===== config.mk =====
export PLATFORM = sky130hd
export DESIGN_NAME = mm_regs
export DESIGN_NICKNAME = d
export VERILOG_FILES = /design/src/sv/mm_pkg.sv /design/src/sv/mm_regs.sv
export SDC_FILE = /design/constraint.sdc
export NUM_CORES = 1
export LEC_CHECK = 0
export BUFFER_PORTS_ARGS = -buffer_cell sky130_fd_sc_hd__buf_4
export CAP_MARGIN = 20
export CORE_AREA = 4 4 50 69
export CTS_BUF_LIST = sky130_fd_sc_hd__clkbuf_16
export DETAILED_ROUTE_END_ITERATION = 10
export DIE_AREA = 0 0 54 73
export PLACE_DENSITY = 0.76
export SYNTH_ARGS = -nofsm -noshare
export SYNTH_HDL_FRONTEND = slang
export SYNTH_SLANG_ARGS = --single-unit

===== constraint.sdc =====
create_clock -name i_clk -period 1.4 [get_ports i_clk]
set_input_delay 0.28 -clock i_clk [delete_from_list [all_inputs] [get_ports i_clk]]
set_output_delay 0.28 -clock i_clk [all_outputs]
set_load 0.02 [all_outputs]

===== src/sv/mm_pkg.sv =====
// shared types, constants and helpers of the matrix multiply block
`default_nettype none

package mm_pkg;

    // default sizing handed to the top level parameters
    localparam int unsigned MAX_DIM_DEF    = 16;
    localparam int unsigned DATA_WIDTH_DEF = 32;

    // fixed field widths
    localparam int unsigned VALUE_W   = 32;
    localparam int unsigned PRODUCT_W = 32;
    localparam int unsigned MODE_W    = 2;
    localparam int unsigned DIM_W     = 5;
    localparam int unsigned FRAC_W    = 16;
    localparam int unsigned OP_MAX_W  = 32;

    // apb port sizing
    localparam int unsigned APB_AW = 4;
    localparam int unsigned APB_DW = 32;

    // register reset values
    localparam logic [DIM_W-1:0] ROWS_A_RST = DIM_W'(16);
    localparam logic [DIM_W-1:0] COLS_A_RST = DIM_W'(16);
    localparam logic [DIM_W-1:0] COLS_B_RST = DIM_W'(16);
    localparam logic             B_TRANS_RST = 1'b0;

    // transaction mode codes, code 3 is ignored
    typedef enum logic [MODE_W-1:0] {
        MODE_LOAD_A = 2'd0,
        MODE_LOAD_B = 2'd1,
        MODE_CALC   = 2'd2
    } t_mode;

    // register index within the apb window
    typedef enum logic [1:0] {
        REG_ROWS_A  = 2'd0,
        REG_COLS_A  = 2'd1,
        REG_COLS_B  = 2'd2,
        REG_B_TRANS = 2'd3
    } t_reg_idx;

    // configuration seen by the sequencer
    typedef struct packed {
        logic [DIM_W-1:0] rows_a;
        logic [DIM_W-1:0] cols_a;
        logic [DIM_W-1:0] cols_b;
        logic             b_transposed;
    } t_cfg;

    // commands from the controller to the datapath
    typedef struct packed {
        logic wr_a;
        logic wr_b;
        logic step;
        logic acc_clr;
        logic finalize;
        logic last;
    } t_dp_cmd;

    // status from the datapath to the controller
    typedef struct packed {
        logic busy;
        logic out_free;
    } t_dp_status;

    // a zero dimension acts as one, a large one is clamped to max_dim
    function automatic logic [DIM_W-1:0] eff_dim(input logic [DIM_W-1:0] v,
                                                 input int unsigned max_dim);
        logic [DIM_W-1:0] r;
        if (v == '0) begin
            r = DIM_W'(1);
        end else if (32'(v) > max_dim) begin
            r = DIM_W'(max_dim);
        end else begin
            r = v;
        end
        return r;
    endfunction

endpackage

`default_nettype wire


===== src/sv/mm_regs.sv =====
// apb configuration registers of the matrix multiply block
`default_nettype none

module mm_regs (
    input  wire logic                        i_clk,
    input  wire logic                        i_rst_n,
    input  wire logic                        psel,
    input  wire logic                        penable,
    input  wire logic                        pwrite,
    input  wire logic [mm_pkg::APB_AW-1:0]   paddr,
    input  wire logic [mm_pkg::APB_DW-1:0]   pwdata,
    output logic      [mm_pkg::APB_DW-1:0]   prdata,
    output logic                             pready,
    output mm_pkg::t_cfg                     o_cfg,
    output logic                             o_cfg_wr
);

    mm_pkg::t_cfg      r_cfg;
    logic              w_wr;
    logic [1:0]        w_idx;

    // access phase of a write transaction
    assign w_wr  = psel & penable & pwrite;
    assign w_idx = paddr[mm_pkg::APB_AW-1:2];

    // register file
    always_ff @(posedge i_clk) begin
        if (!i_rst_n) begin
            r_cfg.rows_a       <= mm_pkg::ROWS_A_RST;
            r_cfg.cols_a       <= mm_pkg::COLS_A_RST;
            r_cfg.cols_b       <= mm_pkg::COLS_B_RST;
            r_cfg.b_transposed <= mm_pkg::B_TRANS_RST;
        end else if (w_wr) begin
            case (w_idx)
                mm_pkg::REG_ROWS_A:  r_cfg.rows_a       <= pwdata[mm_pkg::DIM_W-1:0];
                mm_pkg::REG_COLS_A:  r_cfg.cols_a       <= pwdata[mm_pkg::DIM_W-1:0];
                mm_pkg::REG_COLS_B:  r_cfg.cols_b       <= pwdata[mm_pkg::DIM_W-1:0];
                mm_pkg::REG_B_TRANS: r_cfg.b_transposed <= pwdata[0];
                default: ;
            endcase
        end
    end

    // read mux
    always_comb begin
        case (w_idx)
            mm_pkg::REG_ROWS_A:  prdata = mm_pkg::APB_DW'(r_cfg.rows_a);
            mm_pkg::REG_COLS_A:  prdata = mm_pkg::APB_DW'(r_cfg.cols_a);
            mm_pkg::REG_COLS_B:  prdata = mm_pkg::APB_DW'(r_cfg.cols_b);
            mm_pkg::REG_B_TRANS: prdata = mm_pkg::APB_DW'(r_cfg.b_transposed);
            default:             prdata = '0;
        endcase
    end

    assign pready   = 1'b1;
    assign o_cfg    = r_cfg;
    // every register write restarts loading and output order
    assign o_cfg_wr = w_wr;

endmodule

`default_nettype wire


==> results by stage <==
Outcome:
- The flow ran to the end, but the final reports show violations.
- The final reports fail on negative setup slack.

Floorplan:
- The die covers 0.003942 mm2.
- Once the floorplan was initialized, standard cells occupied 34.34% of the core.
- The horizontal extent of the die is 54 um.
- The number of top-level pins is 91.
- In this run the vertical extent of the chip is 73 um.
- After floorplanning, the core was sized to cover 0.002849 mm2.
- The floorplan has 23 rows.

Clock network:
- The clock sink total is 16.
- Counting along the longest clock path gives a buffer depth of 2.
- After clock tree synthesis, the clock-pin slew on the worst setup and hold paths is 50 ps.
- The number of buffers inserted during clock tree synthesis is 3.
- Clock tree synthesis selected as its root buffer the cell clkbuf_16.
- The CTS tree is yes.
- Clock latency on the worst-skew pair, taken at its later pin, is 250 ps.
- CTS built an H-tree with a depth of 1.
- The cts-stage hold buffer count is 0.

Detailed routing:
- The remaining number of nets flagged by the antenna check after routing is 0.
- The total detailed-routing wirelength is 2167 um.
- Dividing the detail-routed via count by the number of cells gives 4.240.
- After the first detailed-routing iteration, the DRC count stood at 25.
- The final route contains 759 vias.
- The remaining routing DRC violations is 0.
- In the final routed layout, each cell accounts on average for 12.11 um.
- The number of optimization iterations in the first detailed-route pass is 4.

Timing:
- Setup repair after global routing could not meet its margin everywhere.
- The smallest clock period supported by the final layout is computed as 1451 ps.
- Setup violations remaining at the end of the flow were counted as 1.
- The final clock skew is 0 ps.
- The ratio of final minimum period to clock period is 103.6%.
- The hold violation total from the final report came to 0.
- On the final layout, the worst hold slack is 330.6 ps.
- The max-slew violation count is 0.
- The final worst setup slack is -50.53 ps.
- The highest attainable clock frequency is 689.4 MHz.

Synth:
- dfxtp_1 takes more of the synthesized area than any other cell.
- The most used flip-flop cell after synthesis is dfxtp_1.
- The mean instance size in the synthesized netlist is 8.976 um2.
- After synthesis, the most frequently instantiated cells are buf_4 (28), nand2_1 (22), mux2i_1 (19).
- The number of cells produced by synthesis is 109.
- In this run the cell area of the synthesized design comes to 978.4 um2.
- Yosys attributes the largest share of cell area to dfxtp_1 (33%), buf_4 (21%), mux2i_1 (19%).
- The proportion of synthesized flip-flops having asynchronous set or reset is 0%.
- The leading cell type by number of instances after synthesis is buf_4.
- The fraction of the yosys area taken by sequential cells is 32.74%.
- The Yosys step of the flow raised 0 warnings.
- Counting flops and latches in the post-synthesis netlist gives 16.
- The share of the synthesized area in the top cell type is 32.74%.
- Synthesis instantiated 19 different standard cells from the library.
- The synthesized design contains 0 enable-type register cells.

Power and ir drop:
- The total net switching power is 309.5 uW.
- The cell-internal power is 897.3 uW.
- Summed over all cells, the static leakage comes to 0.0006353 uW.
- IR analysis of the VDD net gives a maximum drop of 0.6408 mV.
- The power density relative to cell area is 974.2 mW/mm2.
- The fraction of power consumed by combinational cells is 15.2%.
- Of the total power, the share spent switching nets is 25.65%.
- The clock network fraction of design power is 46.1%.
- The relative contribution of sequential cells to total power is 38.7%.

Critical path:
- The reg-to-reg startpoint is o_cfg[5]$_SDFFE_PN1P_.
- The data arrival time of the critical path is 1170 ps.
- The nature of the critical path endpoint is a primary output.
- The largest delay contributor family on the critical path is multiplexers.
- The category of the worst setup path launch point is a flop.
- In this run the critical register-to-register path is captured at o_cfg[5]$_SDFFE_PN1P_.
- The critical path class is flop to primary output.
- Across all register-to-register paths, the minimum setup slack is 630 ps.
- Measured in cells, the most critical reg-to-reg path has a length of 3.
- Together, buffers and inverters on the worst path number 1.
- The slowest cell on the critical path is mux4_2.
- The largest fanout on the critical path is 2.
- The largest single stage delay on the critical path is 460 ps.
- The signal on the critical path passes through mux4_2 > buf_6.
- The required time at the worst-slack endpoint is 1120 ps.

Placed design:
- The total half-perimeter wirelength after legalization and detailed placement is 1708 um.
- After detailed placement, the total cell area comes to 0.001146 mm2.
- The congestion estimate from routability-driven global placement came to 0.7040.
- The number of port buffers is 33.
- The worst setup timing slack at the placement stage is 34.58 ps.

Layout:
- 0 antenna diodes ended up in the layout.
- From synthesis to final layout, the design area changed by 26.60%.
- The fraction of the core area covered by cells at the end of the flow is 43.48%.
- After filler insertion, the fill cell instance count of the layout stands at 300.
- Summing all non-filler instances in the final layout gives an area of 0.001239 mm2.
- The number of nets in the layout is 184.
- The register with the most flip-flops in the layout has 16 of them.
- The layout cell share with drive strength beyond 1 is 31.69%.

Min path:
- The end of the worst hold path is o_cfg[9]$_SDFFE_PN0P_.
- The min-delay analysis places its worst path in the category input port to flop.
- The worst hold path was traced through 3 stages.
- The critical hold path startpoint is pwdata[3].

Global routing:
- The first-pass GRT wire length is 3180 um.
- The total overflow left after global routing is 0.
- The initial antenna violation count is 0.
- Entering global routing, the biggest net connects 22 pins.
- For this run, the total global-route usage over all layers was measured as 11.14%.
- The number of global-route vias before repair is 702.

Run:
- The tool flagged a number of max-cap violations equal to 0.
## what timing repair did
item	CTS	global route
endpoints found under the setup margin	1	3
setup buffers	1	0
resized for setup	3	2
hold endpoints to repair	0	0
## stage by stage
stage | power (uW) | setup TNS [ps] | instances
floorplan | 666.5 | 0 | 135
global placement | 654.2 | 0 | 174
detailed placement | 656.8 | 0 | 174
CTS | 1220 | -58.24 | 179
global route | 1258 | -81.13 | 179
finish | 1207 | -50.53 | 179
## layout by cell type (no fill, tap or decap)
cell | synthesis | layout
buf_4 | 28 | 35
conb_1 | 2 | 28
nand2_1 | 22 | 22
mux2i_1 | 19 | 19
dfxtp_1 | 16 | 14
nor2b_1 | 3 | 3
clkbuf_16 | 0 | 3
o21ai_0 | 4 | 2
o21ai_1 | 0 | 2
a21oi_1 | 2 | 2
dfxtp_2 | 0 | 2
mux4_2 | 1 | 1
nor2b_4 | 1 | 1
and3_1 | 1 | 1
and2_1 | 1 | 1
nor3b_4 | 1 | 1
nand3b_2 | 1 | 1
nand2b_1 | 1 | 1
nand3_1 | 1 | 1
clkinv_1 | 0 | 1
buf_6 | 1 | 1
## logic make-up (layout without fill, tap and decap cells)
logic type      count (synthesis)  in the layout  share of synthesized area (%)
simple gates                   32             32                          17.26
flops                          16             16                          32.74
other cells                     2             28                         0.7675
compound gates                  6              6                          3.069
mux                            20             20                          21.74
buf+inv                        33             40                          24.42
## worst max-delay path by stage
stage / endpoint / start / slack [ps] / cells after the start
floorplan: prdata[4] / paddr[2] / 20 / 3
global placement: prdata[0] / paddr[3] / 30 / 3
detailed placement: prdata[0] / paddr[3] / 30 / 3
CTS: prdata[0] / o_cfg[0]$_SDFFE_PN0P_ / -60 / 2
global route: prdata[0] / o_cfg[0]$_SDFFE_PN0P_ / -80 / 2
finish: prdata[0] / o_cfg[0]$_SDFFE_PN0P_ / -50 / 2
## power groups by stage
stage	registers [uW]	logic, uW	clock network (uW)
final	467	184	556
after CTS	467	182	571
after floorplan	482	184	0
after detailed placement	476	181	0
after global placement	475	179	0
after global routing	467	198	593
## area by class of cell
type | instances | area (um2) | area share [%]
Clock buffer | 3 | 75.07 | 6.061
Tap cell | 37 | 46.29 | 3.737
Multi-Input combinational cell | 86 | 516.7 | 41.72
Clock inverter | 1 | 3.754 | 0.3030
Timing Repair Buffer | 36 | 274.0 | 22.12
Sequential cell | 16 | 322.8 | 26.06
## worst min-delay path: cells and delay by family
kind                   cells  cell delay, ps
muxes                      1             120
buffers and inverters      1              70
and+or+nand+nor            1              60
## per-layer routing
metal / wire length [um] / global-route usage (%)
met5: 0 / 0
met4: 40 / 7.202
met3: 220 / 2.454
met2: 1094 / 18.87
met1: 811 / 11.98
Note: power is estimated with default switching activity, not from simulation.
