File: config.mk
export PLATFORM = sky130hd
export DESIGN_NAME = mm_ctrl
export DESIGN_NICKNAME = d
export VERILOG_FILES = /design/src/sv/mm_pkg.sv /design/src/sv/mm_ctrl.sv
export SDC_FILE = /design/constraint.sdc
export NUM_CORES = 1
export LEC_CHECK = 0
export ABC_AREA = 1
export BUFFER_PORTS_ARGS = -buffer_cell sky130_fd_sc_hd__buf_2
export CORE_ASPECT_RATIO = 1.4
export CORE_MARGIN = 4
export CORE_UTILIZATION = 42
export CTS_CLUSTER_DIAMETER = 80
export CTS_CLUSTER_SIZE = 40
export DETAILED_ROUTE_END_ITERATION = 7
export PLACE_DENSITY = 0.57
export SLEW_MARGIN = 20
export SYNTH_ARGS = -nofsm -noshare
export SYNTH_HDL_FRONTEND = slang
export SYNTH_SLANG_ARGS = --single-unit
File: constraint.sdc
create_clock -name i_clk -period 7.1 [get_ports i_clk]
set_input_delay 1.775 -clock i_clk [delete_from_list [all_inputs] [get_ports i_clk]]
set_output_delay 1.775 -clock i_clk [all_outputs]
set_load 0.005 [all_outputs]
File: src/sv/mm_pkg.sv
// shared types, constants and helpers of the matrix multiply block
`default_nettype none

package mm_pkg;

    // default sizing handed to the top level parameters
    localparam int unsigned MAX_DIM_DEF    = 16;
    localparam int unsigned DATA_WIDTH_DEF = 32;

    // fixed field widths
    localparam int unsigned VALUE_W   = 32;
    localparam int unsigned PRODUCT_W = 32;
    localparam int unsigned MODE_W    = 2;
    localparam int unsigned DIM_W     = 5;
    localparam int unsigned FRAC_W    = 16;
    localparam int unsigned OP_MAX_W  = 32;

    // apb port sizing
    localparam int unsigned APB_AW = 4;
    localparam int unsigned APB_DW = 32;

    // register reset values
    localparam logic [DIM_W-1:0] ROWS_A_RST = DIM_W'(16);
    localparam logic [DIM_W-1:0] COLS_A_RST = DIM_W'(16);
    localparam logic [DIM_W-1:0] COLS_B_RST = DIM_W'(16);
    localparam logic             B_TRANS_RST = 1'b0;

    // transaction mode codes, code 3 is ignored
    typedef enum logic [MODE_W-1:0] {
        MODE_LOAD_A = 2'd0,
        MODE_LOAD_B = 2'd1,
        MODE_CALC   = 2'd2
    } t_mode;

    // register index within the apb window
    typedef enum logic [1:0] {
        REG_ROWS_A  = 2'd0,
        REG_COLS_A  = 2'd1,
        REG_COLS_B  = 2'd2,
        REG_B_TRANS = 2'd3
    } t_reg_idx;

    // configuration seen by the sequencer
    typedef struct packed {
        logic [DIM_W-1:0] rows_a;
        logic [DIM_W-1:0] cols_a;
        logic [DIM_W-1:0] cols_b;
        logic             b_transposed;
    } t_cfg;

    // commands from the controller to the datapath
    typedef struct packed {
        logic wr_a;
        logic wr_b;
        logic step;
        logic acc_clr;
        logic finalize;
        logic last;
    } t_dp_cmd;

    // status from the datapath to the controller
    typedef struct packed {
        logic busy;
        logic out_free;
    } t_dp_status;

    // a zero dimension acts as one, a large one is clamped to max_dim
    function automatic logic [DIM_W-1:0] eff_dim(input logic [DIM_W-1:0] v,
                                                 input int unsigned max_dim);
        logic [DIM_W-1:0] r;
        if (v == '0) begin
            r = DIM_W'(1);
        end else if (32'(v) > max_dim) begin
            r = DIM_W'(max_dim);
        end else begin
            r = v;
        end
        return r;
    endfunction

endpackage

`default_nettype wire

File: src/sv/mm_ctrl.sv
// sequencer: load pointers, output position, dot product address walk
`default_nettype none

module mm_ctrl #(
    parameter int unsigned MAX_DIM = mm_pkg::MAX_DIM_DEF
) (
    input  wire logic                          i_clk,
    input  wire logic                          i_rst_n,
    input  wire mm_pkg::t_cfg                  i_cfg,
    input  wire logic                          i_cfg_wr,
    input  wire logic                          i_valid,
    input  wire logic [mm_pkg::MODE_W-1:0]     i_mode,
    output logic                               o_ready,
    input  wire mm_pkg::t_dp_status            i_status,
    output mm_pkg::t_dp_cmd                    o_cmd,
    output logic [$clog2(MAX_DIM*MAX_DIM)-1:0] o_wr_addr,
    output logic [$clog2(MAX_DIM*MAX_DIM)-1:0] o_rd_addr_a,
    output logic [$clog2(MAX_DIM*MAX_DIM)-1:0] o_rd_addr_b
);

    localparam int unsigned ADDR_W = $clog2(MAX_DIM * MAX_DIM);
    localparam int unsigned LIM_W  = ADDR_W + 1;
    localparam int unsigned DIM_W  = mm_pkg::DIM_W;

    typedef enum logic [2:0] {
        S_IDLE  = 3'b001,
        S_ISSUE = 3'b010,
        S_DRAIN = 3'b100
    } t_state;

    t_state               r_state, n_state;
    logic [ADDR_W-1:0]    r_a_ptr, n_a_ptr;
    logic [ADDR_W-1:0]    r_b_ptr, n_b_ptr;
    logic [DIM_W-1:0]     r_row, n_row;
    logic [DIM_W-1:0]     r_col, n_col;
    logic [ADDR_W-1:0]    r_a_base, n_a_base;
    logic [ADDR_W-1:0]    r_bt_base, n_bt_base;
    logic [DIM_W-1:0]     r_k, n_k;
    logic [ADDR_W-1:0]    r_a_addr, n_a_addr;
    logic [ADDR_W-1:0]    r_b_addr, n_b_addr;

    logic [DIM_W-1:0]     w_nr, w_nk, w_nc;
    logic [2*DIM_W-1:0]   w_prod_a, w_prod_b;
    logic [LIM_W-1:0]     w_lim_a, w_lim_b;
    logic [LIM_W-1:0]     w_a_ptr_inc, w_b_ptr_inc;
    logic                 w_accept;
    logic                 w_last;
    logic                 w_col_end;
    logic                 w_row_end;

    // effective dimensions and matrix sizes
    assign w_nr     = mm_pkg::eff_dim(i_cfg.rows_a, MAX_DIM);
    assign w_nk     = mm_pkg::eff_dim(i_cfg.cols_a, MAX_DIM);
    assign w_nc     = mm_pkg::eff_dim(i_cfg.cols_b, MAX_DIM);
    assign w_prod_a = w_nr * w_nk;
    assign w_prod_b = w_nk * w_nc;
    assign w_lim_a  = LIM_W'(w_prod_a);
    assign w_lim_b  = LIM_W'(w_prod_b);

    assign w_a_ptr_inc = LIM_W'(r_a_ptr) + LIM_W'(1);
    assign w_b_ptr_inc = LIM_W'(r_b_ptr) + LIM_W'(1);

    assign o_ready   = (r_state == S_IDLE);
    assign w_accept  = i_valid & o_ready;
    assign w_col_end = (r_col == w_nc - DIM_W'(1));
    assign w_row_end = (r_row == w_nr - DIM_W'(1));
    assign w_last    = w_col_end & w_row_end;

    // next state and commands
    always_comb begin
        n_state   = r_state;
        n_a_ptr   = r_a_ptr;
        n_b_ptr   = r_b_ptr;
        n_row     = r_row;
        n_col     = r_col;
        n_a_base  = r_a_base;
        n_bt_base = r_bt_base;
        n_k       = r_k;
        n_a_addr  = r_a_addr;
        n_b_addr  = r_b_addr;
        o_cmd     = '0;
        o_wr_addr = r_a_ptr;

        case (r_state)
            S_IDLE: begin
                if (w_accept) begin
                    case (i_mode)
                        mm_pkg::MODE_LOAD_A: begin
                            o_cmd.wr_a = 1'b1;
                            o_wr_addr  = r_a_ptr;
                            n_a_ptr    = (w_a_ptr_inc >= w_lim_a) ? '0
                                                                  : ADDR_W'(w_a_ptr_inc);
                        end
                        mm_pkg::MODE_LOAD_B: begin
                            o_cmd.wr_b = 1'b1;
                            o_wr_addr  = r_b_ptr;
                            n_b_ptr    = (w_b_ptr_inc >= w_lim_b) ? '0
                                                                  : ADDR_W'(w_b_ptr_inc);
                        end
                        mm_pkg::MODE_CALC: begin
                            // start a dot product at the current output position
                            o_cmd.acc_clr = 1'b1;
                            n_a_addr      = r_a_base;
                            n_b_addr      = i_cfg.b_transposed ? r_bt_base
                                                               : ADDR_W'(r_col);
                            n_k           = '0;
                            n_state       = S_ISSUE;
                        end
                        default: ;
                    endcase
                end
            end
            S_ISSUE: begin
                // one multiply-accumulate read per cycle
                o_cmd.step = 1'b1;
                n_a_addr   = r_a_addr + ADDR_W'(1);
                n_b_addr   = r_b_addr + (i_cfg.b_transposed ? ADDR_W'(1) : ADDR_W'(w_nc));
                n_k        = r_k + DIM_W'(1);
                if (r_k == w_nk - DIM_W'(1)) begin
                    n_state = S_DRAIN;
                end
            end
            S_DRAIN: begin
                // wait for the mac pipe to empty and the output slot to open
                if (!i_status.busy && i_status.out_free) begin
                    o_cmd.finalize = 1'b1;
                    o_cmd.last     = w_last;
                    n_state        = S_IDLE;
                    if (w_col_end) begin
                        n_col     = '0;
                        n_bt_base = '0;
                        if (w_row_end) begin
                            n_row    = '0;
                            n_a_base = '0;
                        end else begin
                            n_row    = r_row + DIM_W'(1);
                            n_a_base = r_a_base + ADDR_W'(w_nk);
                        end
                    end else begin
                        n_col     = r_col + DIM_W'(1);
                        n_bt_base = r_bt_base + ADDR_W'(w_nk);
                    end
                end
            end
            default: begin
                n_state = S_IDLE;
            end
        endcase

        // a register write restarts loading and output order
        if (i_cfg_wr) begin
            n_a_ptr   = '0;
            n_b_ptr   = '0;
            n_row     = '0;
            n_col     = '0;
            n_a_base  = '0;
            n_bt_base = '0;
        end
    end

    assign o_rd_addr_a = r_a_addr;
    assign o_rd_addr_b = r_b_addr;

    // control registers
    always_ff @(posedge i_clk) begin
        if (!i_rst_n) begin
            r_state   <= S_IDLE;
            r_a_ptr   <= '0;
            r_b_ptr   <= '0;
            r_row     <= '0;
            r_col     <= '0;
            r_a_base  <= '0;
            r_bt_base <= '0;
            r_k       <= '0;
            r_a_addr  <= '0;
            r_b_addr  <= '0;
        end else begin
            r_state   <= n_state;
            r_a_ptr   <= n_a_ptr;
            r_b_ptr   <= n_b_ptr;
            r_row     <= n_row;
            r_col     <= n_col;
            r_a_base  <= n_a_base;
            r_bt_base <= n_bt_base;
            r_k       <= n_k;
            r_a_addr  <= n_a_addr;
            r_b_addr  <= n_b_addr;
        end
    end

endmodule

`default_nettype wire

==> results of run 1 <==
[flip-flops by register name (all words and copies together), names as in the netlist, 5 cells and up]
signal,count
r_col,5
o_rd_addr_b,8
r_k,5
r_b_ptr,8
r_a_base,8
r_row,5
r_a_ptr,8
r_bt_base,8
o_rd_addr_a,8
[power breakdown]
part	leakage (µW)	internal (µW)	switching (µW)	total [µW]
clock network	0.000133	239	187	425
logic	0.00266	80.6	137	217
registers	0.000534	380	8.94	389
[final cells by class]
| class | count | area, µm² |
|---|---|---|
| timing repair buffer | 66 | 360 |
| clock buffer | 9 | 225 |
| fill | 1522 | 7230 |
| inverter | 120 | 450 |
| sequential | 66 | 1320 |
| tap | 185 | 231 |
| clock inverter | 7 | 51.3 |
| multi-input combinational | 674 | 4230 |
[metal layers]
| metal | vias to the layer above | wire length, µm |
|---|---|---|
| li1 | 3008 | - |
| met1 | 2603 | 6610 |
| met2 | 93 | 8640 |
| met3 | 27 | 514 |
| met4 | 0 | 444 |
| met5 | - | 0 |
[through the flow]
| step | cells | hold WS, ns |
|---|---|---|
| floorplan | 882 | 0.458 |
| global placement | 1111 | 0.467 |
| detailed placement | 1111 | 0.476 |
| CTS | 1127 | 0.488 |
| global route | 1127 | 0.504 |
| finish | 1127 | 0.483 |
[critical path, delay by kind of cell]
kind                     cells  cell delay [ns]
adder cells (fa/ha/maj)      5             2.18
buffers and inverters        5             0.44
AND/OR/NAND/NOR              9             1.17
XOR/XNOR                     1             0.13
AO/OA/AOI/OAI                6             0.69
[cells by family (layout without fill, tap and decap cells)]
logic type / after synthesis / count (layout) / share of synthesized area, %
fa+ha+maj: 95 / 95 / 21.8
flops: 66 / 66 / 21.6
buf+inv: 142 / 202 / 9.21
xor+xnor: 45 / 45 / 6.45
simple gates: 394 / 394 / 28.3
compound gates: 140 / 140 / 12.7
[cell usage after synthesis]
| library cell | number |
|---|---|
| a221oi_1 | 3 |
| a211oi_1 | 4 |
| dfxtp_1 | 66 |
| nor2_4 | 1 |
| ha_1 | 76 |
| buf_1 | 1 |
| and2_1 | 3 |
| o2111ai_1 | 2 |
| buf_2 | 6 |
| a311oi_1 | 1 |
| nand3b_1 | 3 |
| nor2_1 | 112 |
| nor3b_1 | 4 |
| clkinv_1 | 3 |
| nor3_2 | 4 |
| nor4_1 | 1 |
| nand2_4 | 1 |
| a31oi_1 | 5 |
| a21oi_2 | 1 |
| xnor2_1 | 11 |
| nor3_1 | 10 |
| buf_6 | 3 |
| a211oi_2 | 3 |
| o21ai_0 | 43 |
| nand4_1 | 17 |
| nor2_2 | 1 |
| or2_2 | 4 |
| nand3_1 | 62 |
| a21oi_1 | 74 |
| xor2_1 | 34 |
| clkbuf_1 | 12 |
| inv_2 | 5 |
| o211ai_1 | 4 |
| nand2_1 | 163 |
| fa_1 | 19 |
| nand2_2 | 6 |
| inv_1 | 112 |
| nand3_2 | 2 |
[worst min path at each step]
stage | from | to | slack [ns]
finish | o_rd_addr_a[6] | o_rd_addr_a[6] | 0.48
global route | o_rd_addr_a[6] | o_rd_addr_a[6] | 0.50
CTS | o_rd_addr_a[6] | o_rd_addr_a[6] | 0.49
detailed placement | o_rd_addr_a[6] | o_rd_addr_a[6] | 0.48
global placement | o_rd_addr_a[6] | o_rd_addr_a[6] | 0.47
floorplan | r_a_ptr[7] | r_a_ptr[7] | 0.46
==> impl_metrics.py, run 1 <==
metrics = {
    "floorplan": {
        "initial_core_util_pct": 43.4,
        "io_pins": 55,
        "coreArea_mm2": 0.0141,
        "dieHeight_um": 151,
        "die_w_um": 110,
        "fp.dieArea_mm2": 0.0166,
        "rows": 51,
    },
    "place": {
        "post-place-ws_ns": 0.597,
        "io_buffers": 54,
        "dp_hpwl_mm": 13.1,
        "placed_area_mm2": 0.00659,
        "gp_congestion": 0.882,
    },
    "worst_setup_path": {
        "cp-start-kind": "input port",
        "worst-r2r-setup-slack_ns": 4.49,
        "crit_start": "i_cfg[8]",
        "r2r_cells": 16,
        "critPathKind": "input port to flip-flop",
        "cp_common_cell": "a21oi_1",
        "crit_path_top_delay_cell": "fa_1",
        "required_ns": 7.36,
        "r2r-start": "r_b_ptr[0]",
        "cp_max_fo": 8,
        "r2r_end": "r_b_ptr[6]",
        "end_kind": "flip-flop",
        "worstSetupEndpoint": "r_a_ptr[1]",
        "critPathMaxStageDelay_ns": 0.55,
        "cp.arrival_ns": 6.40,
    },
    "timing": {
        "finClkSkew_ns": 0.00873,
        "min_period_ns": 6.14,
        "slew_viol_final": 0,
        "fmax_mhz": 163,
        "rsz0062_at_grt": "false",
        "finalHoldViolCount": 0,
        "fin_setup_tns_ns": 0,
        "slew_headroom_pct": 50.9,
        "fin_crit_sh_pct": 86.5,
        "setup_viol": 0,
        "tightest_slew_ns": 0.734,
        "fin_ws_ns": 0.957,
    },
    "cts": {
        "cts.hold.buffers_added": 0,
        "post_cts_buffers": 0,
        "cts.sinks": 66,
        "clock_latency_ns": 0.34,
        "root_buffer": "clkbuf_16",
        "cts_resized": 0,
        "clockBufferDepth": 2,
        "clk_pin_slew_worst_paths_ns": 0.06,
        "cts_buffers": 9,
        "htreeDepth": 3,
        "cts_tree": "yes",
    },
    "global_route": {
        "grt_antenna_before_repair": 0,
        "grt.met3_usage_pct": 3.47,
        "grt_pass1_wl_mm": 26.2,
        "grt_pass1_vias": 5524,
        "met1_usage_pct": 22.6,
        "gr-usage-met2_pct": 38.0,
        "gr-total-overflow": 0,
        "grt_max_degree": 30,
        "grt-busiest-layer": "met2",
        "grt.total_usage_pct": 20.5,
    },
    "synthesis": {
        "syn_nets": 1001,
        "synthCells": 882,
        "synth.cell_area_mm2": 0.00611,
        "yosys-top-cells-area": "dfxtp_1, ha_1, nand2_1, inv_1, nor2_1",
        "post_synth.cell_area_avg_um2": 6.93,
        "synth-seq-cells": 66,
        "yosys.cell_types.count": 38,
        "synth_warnings": 0,
        "synth_top_cell_area_share_pct": 21.6,
        "seq_area_frac_synth_pct": 21.6,
        "yosys.area.top_type": "dfxtp_1",
    },
    "power": {
        "power_leakage_uw": 0.00332,
        "power_density_mw_per_mm2": 150,
        "total_power_uw": 1030,
        "ir_drop_mv": 0.0935,
    },
    "routing": {
        "wl_mm": 16.2,
        "viasPerCell": 5.09,
        "vias": 5731,
        "drtIter0Drc": 289,
        "drt-wirelength-per-cell_um": 14.4,
        "drc": 0,
        "final_antenna_net_count": 0,
        "drt_first_pass_iters": 5,
    },
    "worst_hold_path": {
        "hp-class": "flip-flop to flip-flop",
        "hold_depth": 2,
    },
    "flow_run": {
        "cap_violations": 0,
    },
    "finish": {
        "syn2layout_area_growth_pct": 12.4,
        "design_area_mm2": 0.00687,
        "layout_common_cells": "nand2_1, inv_1, nor2_1, ha_1, a21oi_1",
        "n_antenna_cell": 0,
        "drive_gt1_share_pct": 11.7,
        "final_common_cell": "nand2_1",
        "fin_util_pct": 48.7,
        "layout.nets": 1056,
    },
    "outcome": {
        "status": "finished clean",
    },
}
Note: power is estimated with default switching activity, not from simulation.
==> run 2: changes to the inputs <==
Settings changed: BUFFER_PORTS_ARGS -buffer_cell sky130_fd_sc_hd__buf_2 to -buffer_cell sky130_fd_sc_hd__buf_4.
==> run 2 against run 1 <==
Effect of this change:
- first-iteration DRC count shrank 15%
- highest routed layer unchanged
- largest cell class unchanged
- combinational power grew 4%
- critical path depth shrank 2
- sequential power is essentially flat
==> impl_metrics.py, run 2 (synthesized netlist as in run 1, its figures left out) <==
metrics = {
    "place": {
        "io_buffers": 54,
        "gp_congestion": 0.873,
        "placed_cells": 1113,
        "dp_hpwl_mm": 13.0,
        "post-place-ws_ns": 0.544,
        "placed_area_mm2": 0.00674,
    },
    "cts": {
        "cts_tree": "yes",
        "cts.hold.buffers_added": 0,
        "root_buffer": "clkbuf_16",
        "cts.sinks": 66,
        "clockBufferDepth": 2,
        "clock_latency_ns": 0.34,
        "cts_resized": 0,
        "clk_pin_slew_worst_paths_ns": 0.06,
        "htreeDepth": 3,
        "cts_buffers": 9,
        "post_cts_buffers": 0,
    },
    "routing": {
        "wl_mm": 16.3,
        "drtIter0Drc": 247,
        "final_antenna_net_count": 0,
        "drt_first_pass_iters": 5,
        "viasPerCell": 5.10,
        "drc": 0,
        "vias": 5753,
        "drt-wirelength-per-cell_um": 14.4,
    },
    "worst_setup_path": {
        "cp.arrival_ns": 6.46,
        "crit_path_top_delay_cell": "fa_1",
        "r2r-start": "r_b_ptr[0]",
        "critPathMaxStageDelay_ns": 0.56,
        "cpLargestDelayFamily": "adder cells",
        "cp-start-kind": "input port",
        "cp_common_cell": "a21oi_1",
        "required_ns": 7.33,
        "path_cells": "buf_4, inv_1, nand4_1, nand2_1, nand2_1, or2_2, fa_1, fa_1, fa_1, inv_1, ha_1, a21oi_1, and2_1, inv_1, a21oi_1, o21ai_0, xnor2_1, ha_1, nand2_1, nor4_1, a21oi_1, buf_4, a21oi_1, nor2_1",
        "crit_start": "i_cfg[7]",
        "critPathKind": "input port to flip-flop",
        "cp_max_fo": 8,
        "end_kind": "flip-flop",
        "critical_path_buf_inv_count": 5,
    },
    "timing": {
        "fin_ws_ns": 0.870,
        "fin_crit_sh_pct": 87.7,
        "finalHoldViolCount": 0,
        "fin_setup_tns_ns": 0,
        "finClkSkew_ns": 0.00842,
        "slew_viol_final": 0,
        "min_period_ns": 6.23,
        "fmax_mhz": 161,
        "tightest_slew_ns": 0.758,
        "setup_viol": 0,
        "slew_headroom_pct": 49.4,
        "rsz0062_at_grt": "false",
    },
    "worst_hold_path": {
        "hp-class": "flip-flop to flip-flop",
        "hp-start": "o_rd_addr_a[6]",
    },
    "global_route": {
        "grt_pass1_vias": 5685,
        "grt_antenna_before_repair": 0,
        "grt_pass1_wl_mm": 27.0,
        "grt_max_degree": 30,
        "gr-usage-met2_pct": 37.9,
        "met1_usage_pct": 23.9,
        "grt.met3_usage_pct": 3.30,
        "grt.total_usage_pct": 20.8,
        "grt-busiest-layer": "met2",
        "gr-total-overflow": 0,
    },
    "floorplan": {
        "coreArea_mm2": 0.0141,
        "io_pins": 55,
        "rows": 51,
        "dieHeight_um": 151,
        "initial_core_util_pct": 43.4,
        "fp.dieArea_mm2": 0.0166,
        "die_w_um": 110,
    },
    "finish": {
        "final_common_cell": "nand2_1",
        "layout_common_cells": "nand2_1, inv_1, nor2_1, ha_1, a21oi_1",
        "drive_gt1_share_pct": 11.9,
        "n_antenna_cell": 0,
        "layout.nets": 1058,
        "fillers": 1466,
        "fin_util_pct": 50.0,
        "instances_no_fill": 1129,
        "design_area_mm2": 0.00705,
        "syn2layout_area_growth_pct": 15.3,
    },
    "power": {
        "power_density_mw_per_mm2": 154,
        "power_leakage_uw": 0.00337,
        "ir_drop_mv": 0.0962,
    },
    "outcome": {
        "status": "finished clean",
    },
    "flow_run": {
        "cap_violations": 0,
    },
}
run 2: worst paths after layout:
| path | end | slack, ns | cells past startpoint |
|---|---|---|---|
| hold / removal | o_rd_addr_a[6] | 0.49 | 2 |
| setup reg to reg | r_b_ptr[2] | 4.48 | 16 |
| hold reg to reg | o_rd_addr_a[6] | 0.49 | 2 |
| setup / recovery | r_a_ptr[0] | 0.87 | 24 |
run 2: routing by layer:
metal	share of wire, %	up-vias
li1	-	3019
met1	42	2612
met2	52	92
met3	3.0	30
met4	3.0	0
met5	0	-
run 2: final cells by class:
| type | count | area, µm² | area share [%] |
|---|---|---|---|
| clock buffers | 10 | 239 | 3.39 |
| clock inverters | 6 | 66.3 | 0.941 |
| inverters | 120 | 450 | 6.39 |
| multi-input cells | 674 | 4230 | 60.0 |
| flip-flops and latches | 66 | 1320 | 18.7 |
| well taps | 185 | 231 | 3.28 |
| repair buffers | 68 | 510 | 7.24 |
run 2: power by group:
group          leakage (µW)  internal (µW)  switching, µW  total, µW
combinational       0.00269           89.4            137        226
sequential         0.000534            380           9.31        389
clock              0.000152            282            186        468
run 2: metrics by stage:
stage / hold WS [ns] / power, µW
final: 0.485 / 1080
after global routing: 0.509 / 1140
after CTS: 0.491 / 1090
after detailed placement: 0.481 / 624
after global placement: 0.476 / 624
after floorplan: 0.458 / 546
run 2: worst min-delay path, delay by kind of cell (launching register included):
kind	cells	cell delay, ns
AOI/OAI and AO/OA	1	0.06
DFF	1	0.32
and+or+nand+nor	1	0.06
==> run 3: changes to the inputs <==
Settings changed: CTS_CLUSTER_SIZE 40 to 25, PLACE_DENSITY 0.57 to 0.59.
Clock period 7.1 ns to 5.35 ns, I/O delays scaled along.
==> run 3 against run 2 <==
Effect of this change:
- the flow now finishes with violations (setup timing)
- cell count increased by 5.6%
- combinational power increased by 67%
- clock skew decreased by 0.0020 ns
- design area increased by 12%
- first-iteration DRC count decreased by 3.2%
==> impl_metrics.py, run 3 (synthesized netlist as in run 1, its figures left out) <==
metrics = {
    "timing": {
        "slew_headroom_pct": 49.5,
        "slew_viol_final": 0,
        "finalHoldViolCount": 0,
        "rsz0062_at_grt": "true",
        "fmax_mhz": 186,
        "fin_ws_ns": -0.0407,
        "setup_viol": 7,
        "min_period_ns": 5.39,
        "finClkSkew_ns": 0.00643,
        "fin_crit_sh_pct": 101,
        "fin_setup_tns_ns": -0.130,
        "tightest_slew_ns": 0.756,
    },
    "cts": {
        "cts.sinks": 66,
        "root_buffer": "clkbuf_16",
        "cts_tree": "yes",
        "clock_latency_ns": 0.33,
        "cts_buffers": 9,
        "clockBufferDepth": 2,
        "clk_pin_slew_worst_paths_ns": 0.06,
        "htreeDepth": 3,
    },
    "worst_setup_path": {
        "end_kind": "flip-flop",
        "critPathKind": "input port to flip-flop",
        "required_ns": 5.61,
        "cp-start-kind": "input port",
        "cp_max_fo": 8,
        "cp_common_cell": "a21oi_2",
        "crit_path_top_delay_cell": "fa_1",
        "cp.arrival_ns": 5.65,
        "critPathMaxStageDelay_ns": 0.53,
    },
    "global_route": {
        "grt_pass1_wl_mm": 28.2,
        "grt_antenna_before_repair": 0,
        "grt_max_degree": 30,
        "gr-total-overflow": 0,
        "grt_pass1_vias": 6053,
        "grt.total_usage_pct": 21.7,
    },
    "outcome": {
        "violations": "setup timing",
        "status": "complete, but fails checks",
    },
    "floorplan": {
        "initial_core_util_pct": 43.4,
        "rows": 51,
        "fp.dieArea_mm2": 0.0166,
        "dieHeight_um": 151,
        "coreArea_mm2": 0.0141,
        "die_w_um": 110,
        "io_pins": 55,
    },
    "place": {
        "post-place-ws_ns": -0.502,
        "gp_congestion": 0.919,
        "dp_hpwl_mm": 13.7,
        "io_buffers": 54,
    },
    "routing": {
        "viasPerCell": 5.04,
        "drt_first_pass_iters": 4,
        "drc": 0,
        "vias": 6005,
        "final_antenna_net_count": 0,
        "drt-wirelength-per-cell_um": 14.3,
        "drtIter0Drc": 239,
        "wl_mm": 17.1,
    },
    "finish": {
        "drive_gt1_share_pct": 23.3,
        "layout_common_cells": "nand2_1, buf_4, nor2_1, inv_1, ha_1",
        "layout.nets": 1122,
        "syn2layout_area_growth_pct": 28.8,
        "final_common_cell": "nand2_1",
        "fin_util_pct": 55.8,
        "n_antenna_cell": 0,
    },
    "worst_hold_path": {
        "hp-class": "flip-flop to flip-flop",
    },
    "power": {
        "ir_drop_mv": 0.166,
        "total_power_uw": 1590,
        "p_sw_share_pct": 28.6,
        "p_sw_uw": 456,
        "internal_power_uw": 1140,
        "pwr-share-seq_pct": 32.4,
        "p_comb_share_pct": 23.7,
        "pwr-share-clk_pct": 43.9,
        "power_density_mw_per_mm2": 202,
        "power_leakage_uw": 0.00373,
    },
    "flow_run": {
        "cap_violations": 0,
    },
}
==> run 3: changes by cell type in the layout (fill, tap and decap cells not counted), sizes merged <==
cell,previous run,this run
buf,68,132
clkinv,8,5
bufinv,1,3
clkinvlp,0,1
inv,117,116
==> run 3: worst max-delay path: cells and delay by family <==
kind | cells | cell delay, ns
xor+xnor | 1 | 0.12
fa+ha+maj | 5 | 2.01
buf+inv | 5 | 0.38
simple gates | 9 | 1.06
compound gates | 6 | 0.72
==> run 3: worst paths after layout <==
kind,startpoint,slack [ns],cells after the start,to
max reg2reg,r_b_ptr[0],2.65,16,r_b_ptr[6]
min reg2reg,r_a_ptr[6],0.49,2,r_a_ptr[6]
max,i_cfg[9],-0.04,26,r_a_ptr[2]
min,r_a_ptr[6],0.49,2,r_a_ptr[6]
==> run 3: what timing repair did <==
item | CTS | global route
hold buffers | 0 | 0
pin swaps | 21 | 20
setup buffers | 2 | 5
endpoints found under the setup margin | 16 | 16
gates resized for setup | 16 | 37
==> run 3: layout make-up <==
type                       instances  area [µm²]
clock buffer                      10         239
clock inverter                     5         103
fill                            1384        6230
inverter                         120         484
multi-input combinational        674        4460
sequential                        66        1320
tap                              185         231
timing repair buffer             132        1030
==> run 3: per-layer routing <==
| metal | GRT usage, % | vias to the layer above | wire length [µm] |
|---|---|---|---|
| li1 | - | 3143 | - |
| met1 | 23.6 | 2761 | 6910 |
| met2 | 41.4 | 74 | 9320 |
| met3 | 3.35 | 27 | 398 |
| met4 | 7.86 | 0 | 414 |
| met5 | 0 | - | 0 |
==> run 3: per-stage QoR <==
stage               cells  hold slack [ns]  area (µm²)
detailed placement   1171            0.476        7280
CTS                  1188            0.485        7700
global route         1192            0.517        7870
floorplan             882            0.455        6220
finish               1192            0.489        7870
global placement     1171            0.468        7280
==> run 3: power groups by stage <==
stage	clock (µW)	combinational [µW]	sequential [µW]
detailed placement	0	349	527
global placement	0	346	527
CTS	711	361	516
finish	700	377	517
global route	737	425	518
floorplan	0	211	525
